==> src/sv/klifd_pkg.sv <==
`timescale 1ns / 1ps
// Package for the keyed list core: opcodes, status codes, controller states,
// default parameter values and the cell control struct. No dependencies.
package klifd_pkg;

  // Default sizes of the list
  localparam int CAPACITY_DEF = 16;
  localparam int KEY_BITS_DEF = 16;

  // Field widths of the stream payloads
  localparam int OP_W     = 2;
  localparam int FKEY_W   = 16;
  localparam int STATUS_W = 2;
  localparam int TAG_W    = 6;
  localparam int S_DATA_W = 24;
  localparam int M_DATA_W = 48;

  // Tag index is the key modulo 45, by reciprocal multiplication
  localparam int TAG_MOD   = 45;
  localparam int TAG_SHIFT = 21;
  localparam logic [15:0] TAG_RECIP = 16'd46604;

  typedef enum logic [OP_W-1:0] {
    OP_INSERT = 2'd0,
    OP_SEARCH = 2'd1,
    OP_DELETE = 2'd2
  } op_t;

  typedef enum logic [STATUS_W-1:0] {
    STS_NOT_FOUND = 2'd0,
    STS_DONE      = 2'd1,
    STS_EMPTY     = 2'd2,
    STS_FULL      = 2'd3
  } status_t;

  typedef enum logic [1:0] {
    S_IDLE = 2'd0,
    S_CMP  = 2'd1,
    S_UPD  = 2'd2
  } state_t;

  // Control broadcast to every cell of the row
  typedef struct packed {
    logic capture;   // register the compare results
    logic load_ins;  // shift the row down by one, head takes the new key
    logic load_del;  // close the gap left by the matching cell
  } cell_ctrl_t;

endpackage

==> src/sv/klifd_cell.sv <==
`timescale 1ns / 1ps
// One cell of the list row: holds one key, compares it against the search
// key and shifts to or from its neighbours. Depends on klifd_pkg.
module klifd_cell #(
  parameter int KEY_BITS = klifd_pkg::KEY_BITS_DEF
) (
  input  logic                  clk,
  input  logic                  rst,
  input  klifd_pkg::cell_ctrl_t ctrl,
  input  logic [KEY_BITS-1:0]   cmp_key,
  input  logic                  occ,
  input  logic                  occ_below,
  input  logic [KEY_BITS-1:0]   key_above,
  input  logic [KEY_BITS-1:0]   key_below,
  input  logic                  hit_above,
  output logic [KEY_BITS-1:0]   key,
  output logic                  hit,
  output logic                  hit_chain,
  output logic                  has_next,
  output logic [KEY_BITS-1:0]   next_key
);

  logic                hit_nxt;
  logic [KEY_BITS-1:0] nkey;

  // Compare stage: remember whether this cell matched and its follower
  always_ff @(posedge clk) begin
    if (rst) begin
      hit     <= 1'b0;
      hit_nxt <= 1'b0;
    end else if (ctrl.capture) begin
      hit     <= occ && (key == cmp_key);
      hit_nxt <= occ && (key == cmp_key) && occ_below;
    end
  end

  always_ff @(posedge clk) begin
    if (ctrl.capture) begin
      nkey <= key_below;
    end
  end

  // Key storage: shift down on insert, shift up below a deleted entry
  always_ff @(posedge clk) begin
    if (ctrl.load_ins) begin
      key <= key_above;
    end else if (ctrl.load_del && (hit_above || hit)) begin
      key <= key_below;
    end
  end

  // Prefix of matches handed to the next cell down the row
  assign hit_chain = hit_above | hit;

  // Contribution to the result, zero unless this cell matched
  assign has_next = hit_nxt;
  assign next_key = hit_nxt ? nkey : '0;

endmodule

==> src/sv/klifd_mod45.sv <==
`timescale 1ns / 1ps
// Tag index unit: the key modulo 45 by a reciprocal multiply, registered,
// and a subtract that forms the remainder. Depends on klifd_pkg.
module klifd_mod45 (
  input  logic                          clk,
  input  logic                          capture,
  input  logic [klifd_pkg::FKEY_W-1:0]  x,
  output logic [klifd_pkg::TAG_W-1:0]   tag
);

  logic [klifd_pkg::FKEY_W-1:0]   x_r;
  logic [2*klifd_pkg::FKEY_W-1:0] prod;
  logic [10:0]                    quot;
  logic [klifd_pkg::FKEY_W-1:0]   back;
  logic [klifd_pkg::FKEY_W-1:0]   rem;

  // Multiply by the scaled reciprocal and register the product
  always_ff @(posedge clk) begin
    if (capture) begin
      x_r  <= x;
      prod <= x * klifd_pkg::TAG_RECIP;
    end
  end

  // Quotient is exact for all 16-bit values, so the remainder needs no fix-up
  always_comb begin
    quot = prod[2*klifd_pkg::FKEY_W-1:klifd_pkg::TAG_SHIFT];
    back = klifd_pkg::FKEY_W'(quot * klifd_pkg::FKEY_W'(klifd_pkg::TAG_MOD));
    rem  = x_r - back;
    tag  = rem[klifd_pkg::TAG_W-1:0];
  end

endmodule

==> src/sv/keyed_list_insert_find_delete_core.sv <==
`timescale 1ns / 1ps
// Top level of the keyed list core: controller, row of key cells and tag unit.
// Depends on klifd_pkg, klifd_cell and klifd_mod45.

// A bounded list of keys, newest first, held in a row of CAPACITY cells. Each
// transaction on the input stream is an insert, a search or a delete, and
// gives exactly one result transaction. An item is captured in the idle
// state; in the compare state every cell compares its key in parallel and
// registers the outcome; in the update state the row shifts and the result
// is written to the output register. A new item is taken only after that
// update, even while a result still waits on the output; the block holds the
// update back only when a second result would overwrite one not yet taken.
// Keys are given out from a counter starting at 1; once it wraps, or the row
// is full, inserts report full.
module keyed_list_insert_find_delete_core #(
  parameter int CAPACITY = klifd_pkg::CAPACITY_DEF,
  parameter int KEY_BITS = klifd_pkg::KEY_BITS_DEF
) (
  input  logic                          clk,
  input  logic                          rst,
  // s_tdata, from bit 0: op[1:0], key[17:2], zero fill [23:18]
  input  logic                          s_tvalid,
  output logic                          s_tready,
  input  logic [klifd_pkg::S_DATA_W-1:0] s_tdata,
  // m_tdata, from bit 0: status[1:0], entry_key[17:2], tag_index[23:18],
  // has_next[24], next_key[40:25], zero fill [47:41]
  output logic                          m_tvalid,
  input  logic                          m_tready,
  output logic [klifd_pkg::M_DATA_W-1:0] m_tdata
);

  localparam int CNT_W = $clog2(CAPACITY + 1);
  localparam int FK    = klifd_pkg::FKEY_W;

  klifd_pkg::state_t     state, state_next;
  klifd_pkg::cell_ctrl_t ctrl;

  logic [klifd_pkg::OP_W-1:0] op;
  logic [KEY_BITS-1:0]        key_r;
  logic [KEY_BITS-1:0]        key_in;
  logic [KEY_BITS-1:0]        key_counter;
  logic [CNT_W-1:0]           entry_count;
  logic [FK-1:0]              key_r16;
  logic [FK-1:0]              counter16;
  logic [FK-1:0]              tag_x;
  logic [klifd_pkg::TAG_W-1:0] tag;

  logic [CAPACITY-1:0]  occ;
  logic [KEY_BITS-1:0]  keys    [CAPACITY];
  logic [KEY_BITS-1:0]  nkeys   [CAPACITY];
  logic [CAPACITY-1:0]  hit_vec;
  logic [CAPACITY-1:0]  nxt_vec;
  logic [CAPACITY:0]    chain;

  logic                 found;
  logic                 has_next_any;
  logic [KEY_BITS-1:0]  next_or;
  logic                 full;
  logic                 commit;

  logic [klifd_pkg::STATUS_W-1:0] status;
  logic [FK-1:0]                  entry_key;
  logic [klifd_pkg::TAG_W-1:0]    tag_index;
  logic                           has_next;
  logic [FK-1:0]                  next_key;

  // Width conversions between the 16-bit fields and the stored key width
  generate
    if (KEY_BITS >= FK) begin : g_wide
      assign key_in    = KEY_BITS'(s_tdata[17:2]);
      assign key_r16   = key_r[FK-1:0];
      assign counter16 = key_counter[FK-1:0];
    end else begin : g_narrow
      assign key_in    = s_tdata[KEY_BITS+1:2];
      assign key_r16   = FK'(key_r);
      assign counter16 = FK'(key_counter);
    end
  endgenerate

  // Input capture
  always_ff @(posedge clk) begin
    if (s_tvalid && s_tready) begin
      op    <= s_tdata[1:0];
      key_r <= key_in;
    end
  end

  // Occupancy of each cell follows from the entry count
  generate
    for (genvar i = 0; i < CAPACITY; i++) begin : g_occ
      assign occ[i] = entry_count > CNT_W'(i);
    end
  endgenerate

  // Row of cells
  assign chain[0] = 1'b0;
  generate
    for (genvar i = 0; i < CAPACITY; i++) begin : g_cell
      logic [KEY_BITS-1:0] above;
      logic [KEY_BITS-1:0] below;
      logic                occ_below;
      if (i == 0) begin : g_head
        assign above = key_counter;
      end else begin : g_body
        assign above = keys[i-1];
      end
      if (i == CAPACITY - 1) begin : g_tail
        assign below     = '0;
        assign occ_below = 1'b0;
      end else begin : g_mid
        assign below     = keys[i+1];
        assign occ_below = occ[i+1];
      end
      klifd_cell #(
        .KEY_BITS(KEY_BITS)
      ) u_cell (
        .clk       (clk),
        .rst       (rst),
        .ctrl      (ctrl),
        .cmp_key   (key_r),
        .occ       (occ[i]),
        .occ_below (occ_below),
        .key_above (above),
        .key_below (below),
        .hit_above (chain[i]),
        .key       (keys[i]),
        .hit       (hit_vec[i]),
        .hit_chain (chain[i+1]),
        .has_next  (nxt_vec[i]),
        .next_key  (nkeys[i])
      );
    end
  endgenerate

  // Merge the cell results; at most one cell matches
  always_comb begin
    next_or = '0;
    for (int i = 0; i < CAPACITY; i++) begin
      next_or = next_or | nkeys[i];
    end
    found        = |hit_vec;
    has_next_any = |nxt_vec;
  end

  // Tag index unit, fed in the compare cycle
  assign tag_x = (op == klifd_pkg::OP_INSERT) ? counter16 : key_r16;

  klifd_mod45 u_mod45 (
    .clk     (clk),
    .capture (ctrl.capture),
    .x       (tag_x),
    .tag     (tag)
  );

  assign full   = (entry_count >= CNT_W'(CAPACITY)) || (key_counter == '0);
  assign commit = (state == klifd_pkg::S_UPD) && (!m_tvalid || m_tready);

  // Controller state register
  always_ff @(posedge clk) begin
    if (rst) begin
      state <= klifd_pkg::S_IDLE;
    end else begin
      state <= state_next;
    end
  end

  // Next state
  always_comb begin
    state_next = state;
    case (state)
      klifd_pkg::S_IDLE: begin
        if (s_tvalid) begin
          state_next = klifd_pkg::S_CMP;
        end
      end
      klifd_pkg::S_CMP: begin
        state_next = klifd_pkg::S_UPD;
      end
      klifd_pkg::S_UPD: begin
        if (!m_tvalid || m_tready) begin
          state_next = klifd_pkg::S_IDLE;
        end
      end
      default: begin
        state_next = klifd_pkg::S_IDLE;
      end
    endcase
  end

  // Controller outputs and the result of the operation
  always_comb begin
    s_tready      = 1'b0;
    ctrl.capture  = 1'b0;
    ctrl.load_ins = 1'b0;
    ctrl.load_del = 1'b0;
    case (state)
      klifd_pkg::S_IDLE: begin
        // No transaction is taken while reset is held.
        s_tready = !rst;
      end
      klifd_pkg::S_CMP: begin
        ctrl.capture = 1'b1;
      end
      klifd_pkg::S_UPD: begin
        ctrl.load_ins = commit && (op == klifd_pkg::OP_INSERT) && !full;
        ctrl.load_del = commit && (op == klifd_pkg::OP_DELETE) && found;
      end
      default: begin
        s_tready = 1'b0;
      end
    endcase

    status    = klifd_pkg::STS_NOT_FOUND;
    entry_key = '0;
    tag_index = '0;
    has_next  = 1'b0;
    next_key  = '0;
    case (op)
      klifd_pkg::OP_INSERT: begin
        if (full) begin
          status = klifd_pkg::STS_FULL;
        end else begin
          status    = klifd_pkg::STS_DONE;
          entry_key = counter16;
          tag_index = tag;
          has_next  = occ[0];
          if (occ[0]) begin
            next_key = (KEY_BITS >= FK) ? keys[0][FK-1:0] : FK'(keys[0]);
          end
        end
      end
      klifd_pkg::OP_SEARCH: begin
        if (found) begin
          status    = klifd_pkg::STS_DONE;
          entry_key = key_r16;
          tag_index = tag;
          has_next  = has_next_any;
          next_key  = (KEY_BITS >= FK) ? next_or[FK-1:0] : FK'(next_or);
        end
      end
      klifd_pkg::OP_DELETE: begin
        if (entry_count == '0) begin
          status = klifd_pkg::STS_EMPTY;
        end else if (found) begin
          status = klifd_pkg::STS_DONE;
        end
      end
      default: begin
        status = klifd_pkg::STS_NOT_FOUND;
      end
    endcase
  end

  // List bookkeeping
  always_ff @(posedge clk) begin
    if (rst) begin
      entry_count <= '0;
      key_counter <= KEY_BITS'(1);
    end else if (ctrl.load_ins) begin
      entry_count <= entry_count + CNT_W'(1);
      key_counter <= key_counter + KEY_BITS'(1);
    end else if (ctrl.load_del) begin
      entry_count <= entry_count - CNT_W'(1);
    end
  end

  // Output register
  always_ff @(posedge clk) begin
    if (rst) begin
      m_tvalid <= 1'b0;
    end else if (commit) begin
      m_tvalid <= 1'b1;
    end else if (m_tready) begin
      m_tvalid <= 1'b0;
    end
  end

  always_ff @(posedge clk) begin
    if (commit) begin
      m_tdata <= {7'd0, next_key, has_next, tag_index, entry_key, status};
    end
  end

`ifndef SYNTHESIS
  // Entry count never goes beyond the row
  assert property (@(posedge clk) disable iff (rst)
    entry_count <= CNT_W'(CAPACITY))
    else $error("entry count beyond capacity");

  // Keys are unique, so no more than one cell can match
  assert property (@(posedge clk) disable iff (rst)
    $onehot0(hit_vec))
    else $error("more than one cell matched");

  // An accepted insert grows the list by exactly one entry
  assert property (@(posedge clk) disable iff (rst)
    ctrl.load_ins |=> entry_count == $past(entry_count) + CNT_W'(1))
    else $error("insert did not grow the list");

  // A result is produced only from the update cycle
  assert property (@(posedge clk) disable iff (rst)
    $rose(m_tvalid) |-> $past(state) == klifd_pkg::S_UPD)
    else $error("result raised outside the update cycle");
`endif

endmodule

==> config.mk <==
export PLATFORM = sky130hd
export DESIGN_NAME = keyed_list_insert_find_delete_core
export DESIGN_NICKNAME = d
export VERILOG_FILES = /design/src/sv/klifd_pkg.sv /design/src/sv/klifd_cell.sv /design/src/sv/klifd_mod45.sv /design/src/sv/keyed_list_insert_find_delete_core.sv
export SDC_FILE = /design/constraint.sdc
export NUM_CORES = 1
export LEC_CHECK = 0
export BUFFER_PORTS_ARGS = -buffer_cell sky130_fd_sc_hd__buf_2
export CORE_MARGIN = 4
export CORE_UTILIZATION = 43
export CTS_BUF_LIST = sky130_fd_sc_hd__clkbuf_16
export DETAILED_ROUTE_END_ITERATION = 8
export PLACE_DENSITY = 0.62
export SLEW_MARGIN = 30
export SYNTH_ARGS = -nofsm -noshare
export SYNTH_HDL_FRONTEND = slang
export SYNTH_HIERARCHICAL = 1
export SYNTH_SLANG_ARGS = --single-unit
==> constraint.sdc <==
create_clock -name clk -period 34 [get_ports clk]
set_input_delay 0 -clock clk [delete_from_list [all_inputs] [get_ports clk]]
set_output_delay 0 -clock clk [all_outputs]
set_load 0.05 [all_outputs]
Word level (Yosys, flattened, before mapping)
Cells that the tools add are included.
{"block": "totals", "output_inout_bits": 50, "word_cells": 317, "inputBits": 28, "reg_bits": 646}
{"block": "classes", "magnitude_cmp": 17, "eq_ne": 22, "multipliers": 2, "n_bitwise": 28, "mux": 75, "addsub": 4, "n_reduce_logical": 98}
{"operator": "$mux 16", "n": 53}
{"operator": "$eq 16x16->1", "n": 16}
{"operator": "$or 16x16->16", "n": 14}
{"operator": "$pmux 16 s2", "n": 2}
{"operator": "$logic_and 1x1->1", "n": 53}
{"operator": "$gt 5x4->1 const B", "n": 8}
{"operator": "$reduce_bool 2->1", "n": 18}
{"operator": "$mul 16x14->30 const B", "n": 1}
{"operator": "$gt 5x3->1 const B", "n": 4}
{"operator": "$logic_or 1x1->1", "n": 17}
{"operator": "$add 16x1->16 const B", "n": 1}
{"operator": "$logic_not 16->1", "n": 1}
{"operator": "$reduce_or 16->1", "n": 1}
{"operator": "$reduce_or 15->1", "n": 1}
{"operator": "$or 1x1->1", "n": 14}
{"operator": "$mux 6", "n": 2}
{"operator": "$pmux 2 s3", "n": 2}
{"operator": "$pmux 6 s2", "n": 1}
{"operator": "$mul 11x6->6 const B", "n": 1}
{"operator": "$gt 5x1->1 const B", "n": 2}
{"operator": "$gt 5x2->1 const B", "n": 2}
{"operator": "$mux 2", "n": 5}
{"operator": "$mux 5", "n": 2}
{"operator": "$mux 1", "n": 7}
{"operator": "13 further kinds", "n": 18}

Logic depth before layout (Yosys ltp)
Gate-level depths: netlist (run 1).
{"block": "depth", "depth_word": 18, "ltp_mapped": 23, "ltp_nobuf": 21}

Modules after synthesis
Netlist (run 1), hierarchy kept.
{"module": "klifd_cell", "n_inst": 16, "seq_area_each_um2": 1001.0, "cells_per_inst": 106, "area_each_um2": 1586.5}
{"module": "keyed_list_insert_find_delete_core", "n_inst": 1, "seq_area_each_um2": 2252.2, "cells_per_inst": 421, "area_each_um2": 4483.0}
{"module": "klifd_mod45", "n_inst": 1, "seq_area_each_um2": 360.3, "cells_per_inst": 386, "area_each_um2": 3809.9}

Least setup slack after synthesis (run 1)
No wires, ideal clock.
{"block": "synth_path", "kind": "flip-flop to flip-flop", "start": "register state[0]", "end": "register g_cell[0].u_cell.hit_nxt", "setup_time_ns": 0.069, "stages_incl_launch_ff": 5, "path_buffers": 0, "t_required_ns": 33.931, "t_arrival_ns": 14.753, "synth_period_minus_slack_ns": 14.822, "slack_ns": 19.178, "path_cell_list": "dfxtp_1 nor2b_1 o2111a_1 nand4_1 o21ai_1"}
{"item": "start: declaration", "line_no": "keyed_list_insert_find_delete_core.sv:35", "source": "klifd_pkg::state_t state, state_next;"}
{"item": "start signal: assignment", "line_no": "keyed_list_insert_find_delete_core.sv:161", "source": "state <= klifd_pkg::S_IDLE;"}
{"item": "start signal: assignment", "line_no": "keyed_list_insert_find_delete_core.sv:163", "source": "state <= state_next;"}
{"item": "end signal: assignment", "line_no": "klifd_cell.sv:33", "source": "hit_nxt <= occ && (key == cmp_key) && occ_below;"}
{"item": "end: declaration", "line_no": "klifd_cell.sv:23", "source": "logic hit_nxt;"}

Final worst setup path (run 1)
{"block": "layout_path", "start": "register op[1] (netlist name)", "end": "register u_mod45/prod[26] (netlist name) (data pin)"}
{"block": "layout_via", "elab_chain_len": 3}
{"item": "start: declaration", "line_no": "keyed_list_insert_find_delete_core.sv:38", "source": "logic [klifd_pkg::OP_W-1:0] op;"}
{"item": "start signal: assignment", "line_no": "keyed_list_insert_find_delete_core.sv:83", "source": "op <= s_tdata[1:0];"}
{"item": "$logic_not 2->1", "line_no": "keyed_list_insert_find_delete_core.sv:146", "source": "assign tag_x = (op == klifd_pkg::OP_INSERT) ? counter16 : key_r16;"}
{"item": "$mux 16", "line_no": "keyed_list_insert_find_delete_core.sv:146"}
{"item": "via tag_x[5]", "line_no": "keyed_list_insert_find_delete_core.sv:45", "source": "logic [FK-1:0] tag_x;"}
{"item": "$mul 16x14->30", "line_no": "klifd_mod45.sv:21", "source": "prod <= x * klifd_pkg::TAG_RECIP;"}
{"item": "end signal: assignment", "line_no": "klifd_mod45.sv:21"}
{"item": "end: declaration", "line_no": "klifd_mod45.sv:12", "source": "logic [2*klifd_pkg::FKEY_W-1:0] prod;"}
The timed path passes the listed nets, and every way through them passes these cells.
A chain may end at the register's enable or synchronous reset.

==> results of run 1 <==
==> report_power, final <==
group          switching (W)  internal (W)
combinational       0.000194      0.000158
clock               0.000319      0.000437
sequential        0.00000923      0.000879
total               0.000522       0.00147
==> metrics by stage <==
stage	instance area, um^2	hold slack (ps)	power [W]
final	37900	65.8	0.00200
after global routing	37900	59.7	0.00210
after CTS	37800	22.4	0.00201
after detailed placement	35300	178	0.00125
after global placement	35300	180	0.00125
after floorplan	33800	98.9	0.00119
==> kinds of logic after synthesis <==
logic type | Yosys count | share of synthesized area [%]
simple gates | 732 | 13.5
xor+xnor | 198 | 5.15
buf+inv | 258 | 3.18
compound gates | 239 | 6.55
fa+ha+maj | 161 | 7.12
mux | 275 | 9.19
flops | 639 | 55.3
other cells | 1 | 0.0111
==> cells in the final DEF, fill, tap and decap left out, types with 37 or more instances in the layout <==
cell	instances
and2_1	259
buf_2	64
clkbuf_16	76
conb_1	41
dfxtp_1	54
edfxtp_1	583
fa_1	51
ha_1	110
inv_1	166
mux2_1	145
mux2_2	129
nand2_1	51
nand2b_1	53
nand4_1	55
nor2_1	47
nor2b_1	75
nor4_1	80
o21ai_1	37
xnor2_1	52
xor2_1	146
==> path summary, 6_finish.rpt <==
path / endpoint / cells after the start
max reg2reg: u_mod45/prod[26]$_DFFE_PP_ / 22
max: u_mod45/prod[26]$_DFFE_PP_ / 22
min reg2reg: g_cell[12].u_cell/hit$_SDFFE_PP0P_ / 2
min: counter16[0]$_SDFFE_PP1P_ / 3
==> critical path, delay by kind of cell, from the launching register on <==
family | cells | cell delay [ps]
adders and majority gates | 7 | 2920
AOI/OAI and AO/OA | 4 | 940
buffers and inverters | 7 | 560
DFF | 1 | 520
muxes | 1 | 470
and+or+nand+nor | 3 | 390
==> state kept, by name, indices dropped and copies added (netlist names) <==
register / count
g_cell.u_cell/key: 256
g_cell.u_cell/nkey: 256
m_tdata: 41
counter16: 16
g_cell.u_cell/has_next: 16
g_cell.u_cell/hit: 16
key_r: 16
u_mod45/prod: 6
u_mod45/x_r: 6
entry_count: 5
op: 2
state: 2
m_tvalid: 1
==> layer usage <==
metal	GRT usage (%)	part of all wire (%)	vias to the layer above	wire [um]
li1	-	-	9431	-
met1	29.8	45	10600	39400
met2	33.7	46	639	40500
met3	3.78	6.5	107	5740
met4	5.87	2.5	0	2190
met5	0	0	-	0
==> final cells by class <==
class | instances | area (um^2) | area share [%]
clock inverters | 53 | 409 | 1.08
multi-input cells | 1646 | 14200 | 37.4
flip-flops and latches | 639 | 18600 | 49.2
well taps | 1040 | 1300 | 3.44
inverters | 180 | 676 | 1.78
clock buffers | 76 | 1900 | 5.02
repair buffers | 114 | 795 | 2.10
==> cell usage after synthesis, types with 34 or more instances <==
cell	instances
edfxtp_1	583
and2_1	260
inv_1	147
xor2_1	146
mux2_1	145
mux2_2	129
ha_1	110
nor4_1	81
nor2b_1	76
dfxtp_1	56
nand4_1	55
nand2b_1	53
xnor2_1	52
fa_1	51
nand2_1	51
nor2_1	47
o21ai_1	37
a21oi_1	34
buf_2	34
==> results.py, run 1 <==
metrics = {
    "cts": {
        "cts.path.max_buffers": 3,
        "cts_tree": "done",
        "cts_sinks": 639,
        "hold_buffers": 20,
        "post_cts_resized": 0,
        "cts_buffers": 71,
        "cts_root_buf": "clkbuf_16",
        "cts_max_level": 3,
        "cts_setup_buffers": 0,
        "clk_latency_ps": 620,
        "path_clk_slew_ps": 60,
    },
    "yosys": {
        "yosysWarnings": 6,
        "synthArstFlopShare_pct": 0,
        "ys_ff_latch": 639,
        "synth.distinct_cells": 63,
        "synth_top_area_share_pct": 52.0,
        "syn_area_um2": 33700,
        "synth_seq_area_share_pct": 55.3,
        "synth_flop_cell": "edfxtp_1",
        "synth-edff-count": 583,
        "syn_inst": 2503,
        "yosys.area.top_type": "edfxtp_1",
        "ys_top_cells_by_area": "edfxtp_1 (52%), mux2_1 (4.8%), and2_1 (4.8%)",
        "syn_avg_cell_area_um2": 13.5,
    },
    "floorplanning": {
        "core_um2": 77600,
        "die_y_um": 288,
        "start_util_pct": 43.4,
        "die_area_um2": 82900,
        "rows": 102,
        "die_w_um": 288,
        "io_pins": 78,
    },
    "worst_setup_path": {
        "crit_arrival_ps": 6450,
        "crit_top_cell": "inv_1",
        "timing.rr.start": "op[1]$_DFFE_PP_",
        "crit_path_end_kind": "register",
        "cp_slowest_stage_delay_ps": 520,
        "start_kind": "register",
        "crit_type": "register to register",
        "path_max_fanout": 16,
        "r2r_slack_ps": 27980,
        "crit_chain": "nor2_1 -> buf_4 -> mux2_2 -> ha_1 -> inv_1 -> fa_1 -> inv_1 -> fa_1 -> inv_1 -> fa_1 -> inv_1 -> fa_1 -> inv_1 -> fa_1 -> inv_1 -> ha_1 -> nor3_1 -> nand2_1 -> a31oi_1 -> o21ai_1 -> a2111o_1 -> a32oi_1",
        "crit_start": "op[1]$_DFFE_PP_",
        "required_ps": 34420,
        "crit_slowest_cell": "edfxtp_1",
    },
    "timing": {
        "setup_violations": 0,
        "maxSlewViolCount": 0,
        "rsz0062_at_grt": "no",
        "hold_viol_final": 0,
        "setup_tns_ps": 0,
        "slew_headroom_pct": 30.4,
        "worst_pin_slew_ps": 1040,
        "period_share_pct": 17.7,
        "final.setup.worst_slack_ps": 27980,
        "fmax_mhz": 166,
        "skew_ps": 35.1,
        "fin_crit_ps": 6020,
    },
    "detailed_routing": {
        "routedWlPerCell_um": 23.4,
        "drt.antenna.violating_nets": 0,
        "vias": 20700,
        "drt_iter0_markers": 1810,
        "vias_per_cell": 5.53,
        "totalWireLength_mm": 87.8,
        "drt-pass1-iter-count": 7,
        "drc": 0,
    },
    "global_route": {
        "grt_overflow": 0,
        "grt_use_total_pct": 21.1,
        "grt_pass1_wl_mm": 132,
        "grt_pass1_vias": 21000,
        "grt_max_degree": 182,
        "grt_antenna_before_repair": 2,
    },
    "place": {
        "gp_congestion": 0.910,
        "hpwl_mm": 62.0,
        "dp_cells": 3598,
        "dp_slack_ps": 28020,
        "portBuffers": 64,
    },
    "power": {
        "vdd_ir_drop_max_uv": 44.9,
        "p_leak_nw": 13.9,
        "power_density_nw_per_um2": 52.7,
    },
    "finish": {
        "instances_no_fill": 3748,
        "layout-drive-gt1-share_pct": 16.1,
        "area_growth_pct": 12.5,
        "num_antenna_cells": 0,
        "fillers": 6768,
        "final_nets": 2841,
        "fin_util_pct": 48.8,
    },
    "run_status": {
        "outcome": "finished clean",
    },
    "min_path": {
        "min_from": "rst",
        "hp-class": "input pin to register",
    },
    "flow_run": {
        "timing.max_cap.violations": 0,
    },
}
No activity file was read; power rests on OpenSTA's default activity.
==> run 2, diff against run 1 <==
==> constraint.sdc (replaced) <==
create_clock -name clk -period 5.8 [get_ports clk]
set_input_delay 0 -clock clk [delete_from_list [all_inputs] [get_ports clk]]
set_output_delay 0 -clock clk [all_outputs]
set_load 0.05 [all_outputs]
==> run 2 against run 1 <==
Wire length increased by 3.4%. Critical path type unchanged. Critical endpoint unchanged. Largest power group unchanged. Power rose to 5.8 times the previous value. First-iteration DRC count rose by 19%. Largest cell class unchanged.
==> results.py, run 2 (synthesis gave the netlist of run 1 again) <==
metrics = {
    "global_route": {
        "grt_use_total_pct": 21.8,
        "grt_overflow": 0,
        "grt_pass1_wl_mm": 136,
        "busiest_layer": "met2",
        "met2_usage_pct": 34.5,
        "grt_pass1_vias": 21400,
        "grtUsageMet1_pct": 30.6,
        "grt_max_degree": 170,
        "use_met3_pct": 3.77,
        "grt_antenna_before_repair": 1,
    },
    "place": {
        "hpwl_mm": 65.0,
        "portBuffers": 64,
        "placed_area_um2": 35500,
        "gp_congestion": 0.883,
    },
    "finish": {
        "final_area_um2": 38000,
        "fillers": 6791,
        "largestRegisters": "g_cell.u_cell/key x256, g_cell.u_cell/nkey x256, m_tdata x41",
        "final_nets": 2860,
        "seq_area_um2": 18600,
        "multiInputGateArea_um2": 14200,
        "final_common_cell": "edfxtp_1",
        "layout-drive-gt1-share_pct": 16.8,
        "layout_common_cells": "edfxtp_1 (583), and2_1 (259), inv_1 (157)",
        "area_growth_pct": 12.9,
    },
    "timing": {
        "slew_headroom_pct": 26.8,
        "hold_viol_final": 0,
        "worst_pin_slew_ps": 1090,
        "fmax_mhz": 179,
        "period_share_pct": 96.5,
        "fin_crit_ps": 5600,
        "maxSlewViolCount": 0,
        "skew_ps": 47.3,
        "setup_violations": 0,
    },
    "worst_setup_path": {
        "crit_family": "adder cells",
        "crit_top_cell": "inv_1",
        "crit_path_end_kind": "register",
        "timing.rr.start": "op[0]$_DFFE_PP_",
        "start_kind": "register",
        "cp_slowest_stage_delay_ps": 500,
        "crit_slowest_cell": "fa_1",
        "path_max_fanout": 9,
        "crit_arrival_ps": 6040,
        "path_buf_inv": 7,
        "ff2ff_path_depth": 22,
        "worst_r2r_endpoint": "u_mod45/prod[26]$_DFFE_PP_",
        "crit_type": "register to register",
        "r2r_slack_ps": 200,
        "crit_chain": "nor2_1 -> buf_4 -> mux2_2 -> ha_1 -> inv_1 -> fa_1 -> inv_1 -> fa_1 -> inv_1 -> fa_1 -> inv_1 -> fa_1 -> inv_1 -> fa_1 -> inv_1 -> ha_1 -> nor3_1 -> nand2_1 -> a31oi_4 -> o21ai_2 -> a2111o_1 -> a32oi_1",
        "required_ps": 6240,
    },
    "detailed_routing": {
        "totalWireLength_mm": 90.8,
        "vias_per_cell": 5.58,
        "drc": 0,
        "routedWlPerCell_um": 24.1,
        "drt.antenna.violating_nets": 0,
        "drt_iter0_markers": 2148,
        "vias": 21000,
        "drt-pass1-iter-count": 5,
    },
    "floorplanning": {
        "rows": 102,
        "die_w_um": 288,
        "die_y_um": 288,
        "io_pins": 78,
        "die_area_um2": 82900,
        "core_um2": 77600,
        "start_util_pct": 43.4,
    },
    "cts": {
        "cts_buffers": 71,
        "cts_sinks": 639,
        "clk_latency_ps": 630,
        "cts_max_level": 3,
        "path_clk_slew_ps": 60,
        "cts.path.max_buffers": 3,
        "cts_tree": "done",
        "cts_root_buf": "clkbuf_16",
    },
    "power": {
        "p_total_w": 0.0117,
        "vdd_ir_drop_max_uv": 206,
        "power_density_nw_per_um2": 307,
        "p_leak_nw": 13.9,
    },
    "min_path": {
        "hold_depth": 2,
        "hp-class": "input pin to register",
        "min_from": "s_tdata[17]",
        "hold_end": "key_r[15]$_DFFE_PP_",
    },
    "run_status": {
        "outcome": "finished clean",
    },
    "flow_run": {
        "timing.max_cap.violations": 0,
    },
}
## run 2: cell count changes in the layout (fill, tap and decap cells not counted), moves of 3 or more
cell | before | now
clkinv_2 | 8 | 11
clkinv_1 | 14 | 17
inv_1 | 166 | 157
buf_4 | 26 | 37
buf_12 | 2 | 6
buf_8 | 0 | 3
## run 2: worst max-delay path by stage
stage                               start                    endpoint  slack, ps  cells after the start
after floorplan           op[1]$_DFFE_PP_  u_mod45/prod[26]$_DFFE_PP_         50                     23
after global placement    op[0]$_DFFE_PP_  u_mod45/prod[26]$_DFFE_PP_        210                     22
after detailed placement  op[0]$_DFFE_PP_  u_mod45/prod[26]$_DFFE_PP_        190                     22
after CTS                 op[0]$_DFFE_PP_  u_mod45/prod[26]$_DFFE_PP_        170                     22
after global routing      op[0]$_DFFE_PP_  u_mod45/prod[26]$_DFFE_PP_        -10                     22
final                     op[0]$_DFFE_PP_  u_mod45/prod[26]$_DFFE_PP_        200                     22
## run 2: power breakdown
| part | internal (W) | switching [W] | total (W) |
|---|---|---|---|
| Combinational | 0.000945 | 0.00118 | 0.00212 |
| Sequential | 0.00516 | 0.0000593 | 0.00522 |
| Clock | 0.00246 | 0.00186 | 0.00432 |
## run 2: final cells by class
type	count	area share (%)
Inverter	180	1.78
Timing Repair Buffer	133	2.66
Clock buffer	74	4.87
Clock inverter	50	0.977
Antenna cell	1	0.00658
Tap cell	1040	3.42
Sequential cell	639	49.0
Multi-Input combinational cell	1646	37.3
## run 2: routing by layer
layer / share of wire, % / routed length (um)
met3: 7.3 / 6670
met4: 2.9 / 2600
met2: 46 / 41800
met1: 44 / 39700
met5: 0 / 0
## run 2: repair_timing
item                       in CTS  in global routing
setup buffers                   0                  0
setup endpoints to repair       0                  3
hold buffers                   22                  0
resized for setup               0                  3
hold endpoints to repair       21                  0
## run 2: through the flow
step           hold slack (ps)  TNS [ps]  instances  utilization [%]  setup WS [ps]
2_1_floorplan             98.9         0       2543                -           46.1
3_3_place_gp               178         0       3612             45.7            208
3_5_place_dp               180         0       3614             45.8            191
4_1_cts                   49.4         0       3760             48.9            168
5_1_grt                   95.6     -14.0       3762             49.0          -14.0
6_report                  93.9         0       3763             49.0            204
## run 2: worst register-to-register path, stage by stage (launching register included)
cell,delay [ps]
edfxtp_1,400
nor2_1,120
buf_4,180
mux2_2,390
ha_1,310
inv_1,60
fa_1,500
inv_1,50
fa_1,470
inv_1,50
fa_1,480
inv_1,50
fa_1,470
inv_1,50
fa_1,470
inv_1,40
ha_1,200
nor3_1,170
nand2_1,130
a31oi_4,190
o21ai_2,120
a2111o_1,390
a32oi_1,140
